**config.mk**
```make
export PLATFORM = sky130hd
export DESIGN_NAME = rgb_hls_color_convert
export DESIGN_NICKNAME = d
export VERILOG_FILES = /design/src/hdl/rhc_pkg.sv /design/src/hdl/rgb_hls_color_convert.sv
export SDC_FILE = /design/constraint.sdc
export NUM_CORES = 2
export LEC_CHECK = 0
export ABC_CLOCK_PERIOD_IN_PS = 11400
export BUFFER_PORTS_ARGS = -buffer_cell sky130_fd_sc_hd__buf_4
export CORE_UTILIZATION = 54
export DETAILED_ROUTE_END_ITERATION = 10
export PLACE_DENSITY = 0.75
export SKIP_LAST_GASP = 1
export SYNTH_ARGS = -nofsm -noshare
export SYNTH_HDL_FRONTEND = slang
export SYNTH_SLANG_ARGS = --single-unit
```
**constraint.sdc**
```tcl
create_clock -name clk_i -period 11.4 [get_ports clk_i]
set_input_delay 1.71 -clock clk_i [delete_from_list [all_inputs] [get_ports clk_i]]
set_output_delay 1.71 -clock clk_i [all_outputs]
set_load 0.02 [all_outputs]
```
**src/hdl/rhc_pkg.sv**
```systemverilog
// Shared constants and payload types for the RGB / hue-lightness-chroma converter.
`timescale 1ns / 1ps

package rhc_pkg;

  // Bits per channel; a channel x means x/(2^ChannelBits-1), a hue x means x/2^ChannelBits.
  localparam int ChannelBits = 12;

  typedef struct packed {
    logic [ChannelBits-1:0] chan_a;
    logic [ChannelBits-1:0] chan_b;
    logic [ChannelBits-1:0] chan_c;
  } pix_in_t;

  typedef struct packed {
    logic [ChannelBits-1:0] out_a;
    logic [ChannelBits-1:0] out_b;
    logic [ChannelBits-1:0] out_c;
  } pix_out_t;

endpackage

```
**src/hdl/rgb_hls_color_convert.sv**
```systemverilog
// Pipelined RGB to hue/lightness/chroma converter and its inverse.
// Throughput: one transaction per clock; busy is always low since the pipe never stalls.
// The hue divider is a pipelined restoring divider, one quotient bit per stage.
// Reset clears the valid bits and the direction register (forward conversion).
// The receiver cannot stall: each result is shown for exactly one cycle with done_o.
`timescale 1ns / 1ps

module rgb_hls_color_convert (
  input  logic              clk_i,
  input  logic              rst_ni,
  input  logic              start,
  output logic              busy,
  input  rhc_pkg::pix_in_t  pix_i,
  input  logic              cfg_we_i,
  input  logic              cfg_wdata_i,
  output logic              done_o,
  output rhc_pkg::pix_out_t pix_o
);

  // W: channel width. Q: quotient bits of the hue division (hue can round up to a full turn).
  // RW: divider remainder width (below 6*chroma). NW: dividend width.
  localparam int W  = rhc_pkg::ChannelBits;
  localparam int Q  = W + 1;
  localparam int RW = W + 3;
  localparam int NW = 2 * W + 3;
  localparam logic [W-1:0] ChMax = {W{1'b1}};

  // The pipe never holds off a transaction.
  assign busy = 1'b0;

  // Direction register: 0 converts RGB forward, 1 rebuilds RGB.
  logic dir_q;
  always_ff @(posedge clk_i or negedge rst_ni) begin
    if (!rst_ni) begin
      dir_q <= 1'b0;
    end else if (cfg_we_i) begin
      dir_q <= cfg_wdata_i;
    end
  end

  // Clamp of a doubled value to the channel range with round-half-up halving.
  function automatic logic [W-1:0] clamp_div2(input logic signed [W+2:0] twice);
    logic signed [W+2:0] half;
    half = (twice + (W+3)'(1)) >>> 1;
    if (twice <= 0) begin
      clamp_div2 = '0;
    end else if (half > $signed({3'b000, ChMax})) begin
      clamp_div2 = ChMax;
    end else begin
      clamp_div2 = half[W-1:0];
    end
  endfunction

  // ---------------------------------------------------------------------------
  // Stage 1: register the pixel, find max/min and the sector of the largest
  // channel (ties go to red, then green, then blue). For the inverse, split
  // 6*hue into a sector and a fraction, mirrored in the falling sectors.
  // ---------------------------------------------------------------------------
  logic                  s1_vld_q, s1_dir_q;
  logic [W-1:0]          s1_a_q, s1_b_q, s1_c_q, s1_mx_q, s1_mn_q;
  logic [1:0]            s1_sel_q;
  logic [2:0]            s1_sec_q;
  logic [W:0]            s1_fn_q;

  logic [W-1:0] mx_d, mn_d;
  logic [1:0]   sel_d;
  logic [W+2:0] h6;
  logic [2:0]   sec_d;
  logic [W:0]   fn_d;

  always_comb begin
    if (pix_i.chan_a >= pix_i.chan_c && pix_i.chan_a >= pix_i.chan_b) begin
      mx_d = pix_i.chan_a; sel_d = 2'd0;
    end else if (pix_i.chan_b >= pix_i.chan_a && pix_i.chan_b >= pix_i.chan_c) begin
      mx_d = pix_i.chan_b; sel_d = 2'd1;
    end else begin
      mx_d = pix_i.chan_c; sel_d = 2'd2;
    end
    mn_d = pix_i.chan_a;
    if (pix_i.chan_b < mn_d) mn_d = pix_i.chan_b;
    if (pix_i.chan_c < mn_d) mn_d = pix_i.chan_c;
    h6    = {pix_i.chan_a, 2'b00} + {1'b0, pix_i.chan_a, 1'b0};
    sec_d = h6[W+2:W];
    if (sec_d[0]) begin
      fn_d = {1'b1, {W{1'b0}}} - {1'b0, h6[W-1:0]};
    end else begin
      fn_d = {1'b0, h6[W-1:0]};
    end
  end

  always_ff @(posedge clk_i or negedge rst_ni) begin
    if (!rst_ni) begin
      s1_vld_q <= 1'b0;
    end else begin
      s1_vld_q <= start;
    end
  end

  always_ff @(posedge clk_i) begin
    s1_dir_q <= dir_q;
    s1_a_q   <= pix_i.chan_a;
    s1_b_q   <= pix_i.chan_b;
    s1_c_q   <= pix_i.chan_c;
    s1_mx_q  <= mx_d;
    s1_mn_q  <= mn_d;
    s1_sel_q <= sel_d;
    s1_sec_q <= sec_d;
    s1_fn_q  <= fn_d;
  end

  // ---------------------------------------------------------------------------
  // Stage 2: chroma, lightness and the hue dividend/divisor for the forward
  // direction; the scaled middle channel product for the inverse.
  // Hue = floor((m*2^W + 3*del) / (6*del)), m = sector offset plus difference.
  // ---------------------------------------------------------------------------
  logic                    s2_vld_q, s2_dir_q, s2_gray_q;
  logic [NW-1:0]           s2_n_q;
  logic [RW-1:0]           s2_den_q;
  logic [W-1:0]            s2_light_q, s2_del_q, s2_v_q;
  logic signed [2*W+3:0]   s2_mid2t_q;
  logic signed [W+2:0]     s2_min2_q, s2_max2_q;
  logic [2:0]              s2_sec_q;

  logic [W-1:0]          del_d;
  logic signed [W+3:0]   m_raw, m_fix, del6;
  logic [W:0]            lsum;
  logic [NW-1:0]         n_d;
  logic [2*W:0]          prod;
  logic signed [2*W+3:0] mid2t_d;
  logic signed [W+2:0]   min2_d, max2_d;

  always_comb begin
    del_d = s1_mx_q - s1_mn_q;
    del6  = $signed({4'b0000, del_d}) * $signed((W+4)'(6));
    case (s1_sel_q)
      2'd0:    m_raw = $signed({4'b0000, s1_b_q}) - $signed({4'b0000, s1_c_q});
      2'd1:    m_raw = $signed({3'b000, del_d, 1'b0}) + $signed({4'b0000, s1_c_q})
                       - $signed({4'b0000, s1_a_q});
      default: m_raw = $signed({2'b00, del_d, 2'b00}) + $signed({4'b0000, s1_a_q})
                       - $signed({4'b0000, s1_b_q});
    endcase
    m_fix = (m_raw < 0) ? (m_raw + del6) : m_raw;
    n_d   = {m_fix[W+2:0], {W{1'b0}}} + NW'({del_d, 1'b0}) + NW'(del_d);
    lsum  = {1'b0, s1_mx_q} + {1'b0, s1_mn_q} + (W+1)'(1);
    // Inverse: twice the minimum and maximum, and 2*fn*s + min2*2^W.
    min2_d  = $signed({2'b00, s1_b_q, 1'b0}) - $signed({3'b000, s1_c_q});
    max2_d  = $signed({2'b00, s1_b_q, 1'b0}) + $signed({3'b000, s1_c_q});
    prod    = s1_fn_q * s1_c_q;
    mid2t_d = $signed({2'b00, prod, 1'b0}) + ((2*W+4)'(min2_d) <<< W);
  end

  always_ff @(posedge clk_i or negedge rst_ni) begin
    if (!rst_ni) begin
      s2_vld_q <= 1'b0;
    end else begin
      s2_vld_q <= s1_vld_q;
    end
  end

  always_ff @(posedge clk_i) begin
    s2_dir_q   <= s1_dir_q;
    s2_gray_q  <= s1_dir_q ? (s1_c_q == '0) : (del_d == '0);
    s2_n_q     <= n_d;
    s2_den_q   <= RW'(del6);
    s2_light_q <= lsum[W:1];
    s2_del_q   <= del_d;
    s2_v_q     <= s1_b_q;
    s2_mid2t_q <= mid2t_d;
    s2_min2_q  <= min2_d;
    s2_max2_q  <= max2_d;
    s2_sec_q   <= s1_sec_q;
  end

  // ---------------------------------------------------------------------------
  // Stage 3: load the divider; finish the inverse with clamping and the
  // sector swizzle. The inverse result then rides along the divider stages.
  // ---------------------------------------------------------------------------
  logic                  dv_vld_q [0:Q];
  logic                  dv_fwd_q [0:Q];
  logic [RW-1:0]         dv_rem_q [0:Q];
  logic [Q-1:0]          dv_nlo_q [0:Q];
  logic [RW-1:0]         dv_den_q [0:Q];
  logic [Q-1:0]          dv_quo_q [0:Q];
  rhc_pkg::pix_out_t     dv_res_q [0:Q];

  logic [W-1:0]          lo_d, hi_d, mid_d;
  logic signed [2*W+3:0] mid_sh;
  rhc_pkg::pix_out_t     res_d;

  always_comb begin
    lo_d   = clamp_div2(s2_min2_q);
    hi_d   = clamp_div2(s2_max2_q);
    mid_sh = (s2_mid2t_q + (2*W+4)'(1 << W)) >>> (W + 1);
    if (s2_mid2t_q <= 0) begin
      mid_d = '0;
    end else if (mid_sh > $signed((2*W+4)'(ChMax))) begin
      mid_d = ChMax;
    end else begin
      mid_d = mid_sh[W-1:0];
    end
    if (!s2_dir_q) begin
      res_d = '{out_a: '0, out_b: s2_light_q, out_c: s2_del_q};
    end else if (s2_gray_q) begin
      res_d = '{out_a: s2_v_q, out_b: s2_v_q, out_c: s2_v_q};
    end else begin
      case (s2_sec_q)
        3'd0:    res_d = '{out_a: hi_d,  out_b: mid_d, out_c: lo_d};
        3'd1:    res_d = '{out_a: mid_d, out_b: hi_d,  out_c: lo_d};
        3'd2:    res_d = '{out_a: lo_d,  out_b: hi_d,  out_c: mid_d};
        3'd3:    res_d = '{out_a: lo_d,  out_b: mid_d, out_c: hi_d};
        3'd4:    res_d = '{out_a: mid_d, out_b: lo_d,  out_c: hi_d};
        default: res_d = '{out_a: hi_d,  out_b: lo_d,  out_c: mid_d};
      endcase
    end
  end

  // One quotient bit per stage: bring in the next dividend bit, trial subtract.
  logic [RW:0] trial [1:Q];
  logic [RW:0] diff  [1:Q];
  always_comb begin
    for (int i = 1; i <= Q; i++) begin
      trial[i] = {dv_rem_q[i-1], dv_nlo_q[i-1][Q-1]};
      diff[i]  = trial[i] - {1'b0, dv_den_q[i-1]};
    end
  end

  always_ff @(posedge clk_i or negedge rst_ni) begin
    if (!rst_ni) begin
      for (int i = 0; i <= Q; i++) dv_vld_q[i] <= 1'b0;
    end else begin
      dv_vld_q[0] <= s2_vld_q;
      for (int i = 1; i <= Q; i++) dv_vld_q[i] <= dv_vld_q[i-1];
    end
  end

  always_ff @(posedge clk_i) begin
    dv_fwd_q[0] <= !s2_dir_q && !s2_gray_q;
    dv_rem_q[0] <= RW'(s2_n_q[NW-1:Q]);
    dv_nlo_q[0] <= s2_n_q[Q-1:0];
    dv_den_q[0] <= s2_den_q;
    dv_quo_q[0] <= '0;
    dv_res_q[0] <= res_d;
    for (int i = 1; i <= Q; i++) begin
      dv_fwd_q[i] <= dv_fwd_q[i-1];
      dv_nlo_q[i] <= {dv_nlo_q[i-1][Q-2:0], 1'b0};
      dv_den_q[i] <= dv_den_q[i-1];
      dv_res_q[i] <= dv_res_q[i-1];
      if (!diff[i][RW]) begin
        dv_rem_q[i] <= diff[i][RW-1:0];
        dv_quo_q[i] <= {dv_quo_q[i-1][Q-2:0], 1'b1};
      end else begin
        dv_rem_q[i] <= trial[i][RW-1:0];
        dv_quo_q[i] <= {dv_quo_q[i-1][Q-2:0], 1'b0};
      end
    end
  end

  // A full-turn hue wraps to zero by dropping the top quotient bit.
  assign done_o      = dv_vld_q[Q];
  assign pix_o.out_a = dv_fwd_q[Q] ? dv_quo_q[Q][W-1:0] : dv_res_q[Q].out_a;
  assign pix_o.out_b = dv_res_q[Q].out_b;
  assign pix_o.out_c = dv_res_q[Q].out_c;

endmodule
```
==> out/metrics.csv <==
metric,value,unit
critPathCaptureType,flop,
start_kind,flop,
io_pins,79,
netlist_instances,4883,
setup_viol,0,
ys_warn_count,0,
async_reset_ff_share,1.44,%
status,"complete, no violations",
first_pass_iters,6,
htreeDepth,3,
place.gp.congestion,0.946,
hold_viol,0,
drcViolationCount,0,
crit_top_cell,fa_1,
ys_types,95,
synth_edf_count,0,
synth.yosys.seq_area_share,46.7,%
max_clock_freq,135,MHz
insertedDiodeCount,0,
cts_setup_buffers,0,
slowest_stage,dfxtp_1,
clkSinkCount,1178,
min_path_type,reg -> reg,
maxSlewViolCount,0,
synthTopCellsByArea,"dfxtp_1 (46%), ha_1 (11%), fa_1 (5.7%), inv_1 (4.3%), mux2_2 (3.3%)",
synth_fp_nets,5513,
start_util,54.9,%
syn-cell-area,50600,µm²
grt_pass1_vias,33200,
layout.nets,5598,
required,11970,ps
via_per_inst,5.33,
grt_pass1_wl,169000,µm
rows,111,
clockBufferDepth,3,
synth_commonest_cells,"dfxtp_1 (1161), inv_1 (578), ha_1 (445), nor2_1 (279), nand2_1 (256)",
period_share,64.9,%
synthFlopType,dfxtp_1,
grt_max_degree,65,
routedWlPerCell,16.6,µm
die_h,308,µm
antenna_found_initial,1,
drive_above_1_share,9.78,%
finalCriticalPeriod,7400,ps
crit_family,adder cells,
worst-path-buf-inv,2,
portBuffers,77,
r2r_setup_slack,4000,ps
cts_inserted_buffers,109,
die_area,95000,µm²
dieWidth,308,µm
area_growth,10.9,%
vias,33600,
root_buffer,clkbuf_16,
cts_resized,0,
globalRouteOverflowTotal,0,
slew_headroom,23.2,%
clock_latency,710,ps
hpwl,79500,µm
rsz0062_at_grt,no,
grt_util_all_layers,22.2,%
synth.most_common_cell,dfxtp_1,
cp_slowest_stage_delay,790,ps
maxCapViolations,0,
finClkSkew,57.7,ps
clk_pin_slew,60,ps
synth_top_cell_by_area,dfxtp_1,
crit_type,reg -> reg,
cts_tree,yes,
ctsHoldBuffers,0,
ant_nets,0,
finalWirelength,105000,µm
synth-seq-cells,1178,
fin_tns_setup,0,ps
drt_iter0_drc,2294,
syn_avg_cell_area,10.4,µm²
max_slew.worst_pin.slew,1140,ps
worstPathArrival,7970,ps
worstPathMaxFanout,15,
synth_top_area_share,45.9,%
core,92200,µm²
[layout by cell type, fill, tap and decap left out, drive strengths merged, types with 41 or more instances in the layout]
cell type | Yosys | routed
o21ai | 214 | 214
a31oi | 43 | 43
ha | 445 | 445
nor2b | 58 | 58
clkbuf | 66 | 153
dfxtp | 1161 | 1161
a21o | 62 | 62
and2 | 60 | 60
inv | 579 | 582
nand3 | 75 | 75
mux2 | 154 | 154
xnor2 | 190 | 190
nand2 | 256 | 256
a21oi | 243 | 243
and3 | 41 | 41
buf | 55 | 95
mux2i | 77 | 77
nor3 | 94 | 94
fa | 144 | 144
xor2 | 82 | 82
nor2 | 279 | 279
[cell families (layout without fill, tap and decap cells)]
group	count (synthesis)	count (layout)	share of synthesized area (%)
AOI/OAI and AO/OA	873	873	11.3
xor gates and xnor gates	272	272	4.72
adders and majority gates	589	589	16.7
buffers and inverters	701	877	5.50
DFF	1178	1178	46.7
muxes	231	231	4.97
other	1	1	0.00741
and+or+nand+nor	1038	1038	10.0
[area by class of cell]
class                           count  area [µm²]
Tap cell                         1243        1560
Fill cell                        7471       36100
Clock buffer                      153        3120
Timing Repair Buffer               95         713
Clock inverter                     49         717
Inverter                          580        2180
Sequential cell                  1178       23700
Multi-Input combinational cell   3004       24200
[path summary, 6_finish.rpt]
| check | startpoint | end | depth (start not counted) |
|---|---|---|---|
| worst max-delay path | s1_c_q[4] | s2_mid2t_q[26] | 25 |
| worst min-delay path | dv_quo_q[1][4] | dv_quo_q[1][18] | 0 |
| worst max register to register | s1_c_q[4] | s2_mid2t_q[26] | 25 |
| worst min register to register | dv_quo_q[1][4] | dv_quo_q[1][18] | 0 |
| max in group asynchronous | rst_ni | done_o | 1 |
| min in group asynchronous | rst_ni | dv_vld_q[8] | 1 |
[stage by stage]
stage / setup WS [ps] / utilization (%) / cells / hold slack (ps) / cell area [µm²]
final: 4000 / 60.9 / 6302 / 301 / 56200
after global routing: 3430 / 60.9 / 6302 / 314 / 56200
after CTS: 4010 / 60.9 / 6302 / 299 / 56200
after detailed placement: 3990 / 56.7 / 6100 / 312 / 52300
after global placement: 4210 / 56.7 / 6100 / 310 / 52300
after floorplan: 4720 / - / 4883 / 310 / 50600
[state kept, by name, indices dropped and copies added, names as in the netlist, 13 cells and up]
signal      cells
dv_res_q      504
dv_rem_q      194
dv_den_q       93
dv_nlo_q       79
dv_quo_q       78
s2_mid2t_q     26
s2_n_q         26
dv_fwd_q       14
s2_max2_q      14
dv_vld_q       13
s2_min2_q      13
[per-layer routing]
layer / wire length (µm) / track usage [%] / up-vias / part of all wire [%]
met3: 6060 / 3.15 / 226 / 5.8
met2: 49800 / 38.0 / 877 / 48
met5: 0 / 0 / - / 0
met1: 45500 / 28.3 / 15800 / 43
met4: 3380 / 8.02 / 0 / 3.2
li1: - / - / 16600 / -
Power is not shown: default switching activity piles up to over one toggle a cycle in this logic, so the estimate is an artifact.
